### config.mk
export PLATFORM = sky130hd
export DESIGN_NAME = imm_cmd_fifo
export DESIGN_NICKNAME = d
export VERILOG_FILES = /design/src/rtl/imm_pkg.sv /design/src/rtl/imm_cmd_fifo.sv
export SDC_FILE = /design/constraint.sdc
export NUM_CORES = 1
export LEC_CHECK = 0
export BUFFER_PORTS_ARGS = -buffer_cell sky130_fd_sc_hd__buf_2
export CAP_MARGIN = 20
export CORE_UTILIZATION = 55
export CTS_CLUSTER_SIZE = 20
export DETAILED_ROUTE_END_ITERATION = 12
export PLACE_DENSITY_LB_ADDON = 0.1
export SYNTH_ARGS = -nofsm -noshare
export SYNTH_HDL_FRONTEND = slang
export SYNTH_SLANG_ARGS = --single-unit
### constraint.sdc
create_clock -name i_clk -period 4.6 [get_ports i_clk]
set_input_delay 0.23 -clock i_clk [delete_from_list [all_inputs] [get_ports i_clk]]
set_output_delay 0.23 -clock i_clk [all_outputs]
set_load 0.01 [all_outputs]
### src/rtl/imm_pkg.sv
package imm_pkg;

    localparam int IDX_W      = 3;
    localparam int DIM_W      = 4;
    localparam int DATA_W     = 32;
    localparam int CELL_W     = 2 * IDX_W;
    localparam int APB_AW     = 3;
    localparam int APB_DW     = 32;
    localparam int FIFO_DEPTH = 4;
    localparam int FIFO_PW    = 2;

    localparam logic [1:0] REQ_LOAD_LEFT  = 2'd0;
    localparam logic [1:0] REQ_LOAD_RIGHT = 2'd1;
    localparam logic [1:0] REQ_COMPUTE    = 2'd2;

    localparam logic [APB_AW-3:0] REG_DIM = '0;

    localparam logic [DIM_W-1:0] DIM_RESET = 4'd8;

    typedef enum logic [1:0] {
        OP_WR_LEFT,
        OP_WR_RIGHT,
        OP_COMPUTE
    } t_op;

    typedef struct packed {
        t_op                 op;
        logic [CELL_W-1:0]   slot;
        logic [DATA_W-1:0]   value;
    } t_cmd;

    typedef struct packed {
        logic             valid;
        logic             first;
        logic             last_k;
        logic             last;
        logic [IDX_W-1:0] row;
        logic [IDX_W-1:0] col;
    } t_tag;

endpackage

### src/rtl/imm_cmd_fifo.sv
module imm_cmd_fifo import imm_pkg::*; (
    input  logic i_clk,
    input  logic i_rst_n,
    input  logic i_push,
    input  t_cmd i_cmd,
    output logic o_full,
    input  logic i_pop,
    output t_cmd o_cmd,
    output logic o_valid
);

    t_cmd               r_mem [FIFO_DEPTH];
    logic [FIFO_PW-1:0] r_wr;
    logic [FIFO_PW-1:0] r_rd;
    logic [FIFO_PW:0]   r_count;

    logic do_pop;

    assign o_full  = (r_count == (FIFO_PW + 1)'(FIFO_DEPTH));
    assign o_valid = (r_count != '0);
    assign o_cmd   = r_mem[r_rd];
    assign do_pop  = i_pop && o_valid;

    always_ff @(posedge i_clk) begin
        if (!i_rst_n) begin
            r_wr    <= '0;
            r_rd    <= '0;
            r_count <= '0;
        end else begin
            if (i_push) begin
                r_wr <= r_wr + 1'b1;
            end
            if (do_pop) begin
                r_rd <= r_rd + 1'b1;
            end
            if (i_push && !do_pop) begin
                r_count <= r_count + 1'b1;
            end else if (!i_push && do_pop) begin
                r_count <= r_count - 1'b1;
            end
        end
        if (i_push) begin
            r_mem[r_wr] <= i_cmd;
        end
    end

endmodule

## Word-level counts from Yosys, hierarchy flattened

Memory sizes are Yosys's and may differ from the RTL's. A register that Yosys moved wholly into a read port is not among the register bits.
Cells that the tools add are included.

| word-level totals | value |
|---|---|
| register bits | 7 |
| latch bits | 0 |
| bits in writable memories | 160 |
| bits in read-only memories | 0 |
| output and inout bits | 42 |
| word-level logic and storage cells | 22 |
| memories kept | 1 |

Memory list:

| memory | words | bits a word | rd ports | clocked after Yosys merged registers in | write ports | line | text |
|---|---|---|---|---|---|---|---|
| r_mem | 4 | 40 | 1 | 1 | 1 | imm_cmd_fifo.sv:12 | `t_cmd r_mem [FIFO_DEPTH];` |

| operators by class | value |
|---|---|
| add/subtract/negate cells | 4 |
| multipliers | 0 |
| divide/modulo/power cells | 0 |
| order comparisons | 0 |
| equal/unequal tests | 1 |
| shift-type cells | 0 |
| multiplexer cells | 6 |
| bitwise logic cells | 0 |
| reductions and logical operators | 7 |

Operators by type and width:

| operator | count |
|---|---|
| 3-bit 2-to-1 mux | 2 |
| 2-bit by 1-bit adder with 2-bit output (second input constant) | 2 |
| 2-bit 2-to-1 mux | 2 |
| 3-bit by 1-bit adder with 3-bit output (second input constant) | 1 |
| 3-bit equality test (second input constant) | 1 |
| 1-bit logical AND | 3 |
| 3-bit nonzero test | 1 |
| 3-bit by 1-bit subtractor with 3-bit output (second input constant) | 1 |
| 1-bit zero test | 2 |
| 1-bit 2-to-1 mux | 2 |
| 2-bit nonzero test | 1 |

## Logic depth before layout (Yosys ltp)

| depth | value |
|---|---|
| word-level depth | 5 |
| depth in mapped cells | 7 |

## Least setup slack after synthesis

No wires, ideal clock.

| timing | value |
|---|---|
| path type | register to register |
| from | register r_count[1] |
| to | register r_count[2] |
| setup time | 0.076 ns |
| arrival time | 1.857 ns |
| data required time | 4.524 ns |
| path slack | 2.667 ns |
| cell stages (with the launch flop) | 8 |
| buffers on the path | 0 |
| period minus slack after synthesis | 1.933 ns |
| cell sequence | dfxtp_1 > o31ai_4 > ha_1 > inv_1 > fa_1 > xor2_1 > or3_1 > a21boi_0 |

| on the way | value |
|---|---|
| longest elaborated chain between the ends | 5 |
| elaborated cells between the ends (all ways) | 10 |
| classes of those cells | 2 x add/sub; 2 x mux; 6 x reduce/logical |

Ends and longest elaborated chain:

| element | line | text |
|---|---|---|
| start, declared | imm_cmd_fifo.sv:15 | `logic [FIFO_PW:0] r_count;` |
| start signal, assigned | imm_cmd_fifo.sv:37 | `r_count <= r_count + 1'b1;` |
| start signal, assigned | imm_cmd_fifo.sv:39 | `r_count <= r_count - 1'b1;` |
| branches (longest 5 deep; another with 3-bit by 1-bit subtractor with 3-bit output) | n/a |  |

Several ways; the timed one is not identified. The select of a mux whose other input is x is not followed.
A chain may end at the register's enable or synchronous reset.

==> key figures <==
Outcome
  – Status: complete, no violations

Layout
  – Share of layout cells above drive strength 1: 43.3%
  – Ant. Diodes: 0
  – Final Util: 66.6%
  – Area Overhead vs Synth: 16.3%
  – Most common cell after layout, fill and taps aside: edfxtp_1
  – Fin area: ~7300 um2
  – Commonest non-fill, non-tap cells in the layout: edfxtp_1 (160), buf_2 (85), mux4_2 (40), clkbuf_16 (17), dfxtp_1 (7)
  – Final Non-Filler Cells: about 500
  – NumNets Final: between 400 and 500

Route
  – DR pass1 iterations: 5
  – DRC errors left: 0
  – DR WL/cell: about 20 um
  – Total routed wirelength: between 10,000 and 15,000 um
  – ANT nets after route: 0
  – Vias post-DR: approximately 2,800
  – Vias per inst: between 5 and 6
  – Drt initial violations: 132

Worst setup path
  – WP data required: between 4000 and 5000 ps
  – Bufs and invs on worst path: 1
  – CP max stage cell: dfxtp_4
  – Worst R2R Start: r_count[0]
  – Reg2reg path depth: 7
  – Largest stage delay on the critical path: approximately 890 ps
  – CP top delay family: flip-flops
  – Crit path depth: 2
  – Critical path peak fanout: 40
  – WP data arrival: 2090 ps
  – Kind of end point of the critical path: output pin
  – Crit Path Category: reg2out
  – Worst setup SP type: flip-flop
  – CP cell instances: mux4_2 > buf_2

Synthesis
  – Post-synthesis simple-gate area fraction: under 10%
  – Synthesized flop and latch total: ~170
  – Adder-cell share of the synthesized area: between 1 and 1.5%
  – Post-synthesis sequential area ratio: between 70 and 80%
  – Mapped Area: 6290 um2
  – Syn_nets: 302
  – Main combinational cell family by area after synthesis: multiplexers
  – Post-Synthesis Cells: roughly 250
  – Synth Area in Compound Gates: 0.795%
  – Cell variety after synth: 20
  – Synthesized area per cell: between 20 and 25 um2
  – XOR/XNOR Fraction of Synth Area: less than 1%
  – Yosys Warn Count: 0
  – Mux cell area share after synthesis: between 10% and 20%

STA
  – Layout Skew: 3.58 ps
  – Slew headroom: 45.1%
  – Hold Fails Final Rpt: 0
  – Final worst slack: ~2300 ps
  – RSZ-0062 raised after global routing: no
  – Setup-failing EPs final: 0
  – Period utilization: approximately 50%
  – FMAX: 0.431 GHz
  – Setup TNS: 0 ps
  – Worst slew pin tran: ~820 ps
  – Tmin final: around 2300 ps
  – Slew Limit Fails: 0

Place
  – Post-DP HPWL: 5680 um
  – DP Worst Slack: between 2000 and 2500 ps
  – Post-DP Area: between 6000 and 7000 um2
  – DP Cell Count: approximately 470
  – # port buffers: 85
  – Final Wtd Congestion: ~0.70

Floorplanning
  – Chip height: roughly 110 um
  – Initial core utilization: a little under three fifths
  – Io pins: 86
  – Core Region: roughly 11,000 um2
  – Rows: 38
  – Die area: ~12,000 um2
  – Die X: about 110 um

GRT
  – GR Overflow Total: 0
  – Pin count of the biggest net entering global routing: 41
  – Initial antenna violation count: 0
  – Vias in the first global route: 2,933
  – Total GRT Usage: 18.8%
  – Wire length of the first global-routing pass: 15,600 um

Clock network
  – Sink Count: ~170
  – CTS buffer count: 17
  – Clock Root Buffer: clkbuf_16
  – Cts hold-fix bufs: 0
  – CTS H-tree depth: 4
  – Post_cts resized: 0
  – Clock Path Buffers: 2
  – Clock transition at path regs: ~60 ps
  – Post-CTS Setup Bufs: 0
  – Worst-skew pair later-pin latency: between 400 and 500 ps
  – CTS tree: built

Hold path
  – HP Class: in2reg
  – Hold Crit Start: i_cmd[7]
  – Hold path cells: 1

Pwr
  – Peak supply drop: 0.000321 V
  – Cell area power density: a little over 500 nW/um2
  – Leak: ~2.5 nW

Flow run
  – Max Cap Viol: 0
[cells by family after synthesis]
kind of cell	count (synthesis)
AOI/OAI and AO/OA	4
xor gates and xnor gates	5
muxes	42
DFF	169
buffers and inverters	12
adders and majority gates	6
and+or+nand+nor	14
[state kept, by name, indices dropped and copies added, names as in the netlist, named ones only]
| name | flops |
|---|---|
| r_mem | 160 |
| r_rd | 2 |
| r_wr | 2 |
| r_count | 3 |
[final timing paths]
kind	slack, ps	end
max	2280	o_cmd[25]
min	30	r_mem[3][7]
max reg2reg	2480	r_count[2]
min reg2reg	560	r_wr[1]
[metrics by stage]
| stage | power, mW | hold slack, ps |
|---|---|---|
| CTS | 3.84 | 8.21 |
| global placement | 2.66 | 442 |
| finish | 3.79 | 31.1 |
| global route | 3.96 | 12.4 |
| detailed placement | 2.67 | 446 |
| floorplan | 2.48 | 329 |
[area by class of cell]
class                   count  area [um2]
repair buffers             90         475
clock buffers              22         444
fillers                   735        3660
multi-input cells          71        1190
inverters                   3        11.3
clock inverters             8        32.5
well taps                 140         175
flip-flops and latches    169        4990
[cell usage after synthesis]
cell type / instances / area, um2
buf_12: 4 / 80.1
o21ai_0: 1 / 5.00
o31ai_4: 1 / 21.3
dfxtp_1: 9 / 180
buf_2: 4 / 20.0
edfxtp_1: 160 / 4800
ha_1: 5 / 62.6
and2_1: 9 / 56.3
inv_1: 3 / 11.3
xor2_1: 2 / 17.5
a21boi_0: 1 / 7.51
fa_1: 1 / 20.0
o311ai_2: 1 / 16.3
or3_1: 2 / 12.5
mux2i_1: 2 / 20.0
xnor2_1: 3 / 26.3
buf_6: 1 / 11.3
nor3b_1: 1 / 7.51
nor2b_1: 2 / 12.5
mux4_2: 40 / 901
[routing by layer]
metal	wire length, um	vias up	GRT usage, %	share of wire (%)
met4	124	0	7.53	1.2
met5	0	-	0	0
met1	4300	1478	24.7	43
li1	-	1257	-	-
met3	515	13	6.04	5.1
met2	5070	72	29.4	51
[report_power, final]
group / leakage [nW] / total [mW] / switching (mW) / internal [mW]
combinational: 0.705 / 0.695 / 0.287 / 0.408
clock: 0.233 / 1.16 / 0.496 / 0.669
sequential: 1.54 / 1.93 / 0.146 / 1.78
Note: power is estimated with default switching activity, not from simulation.
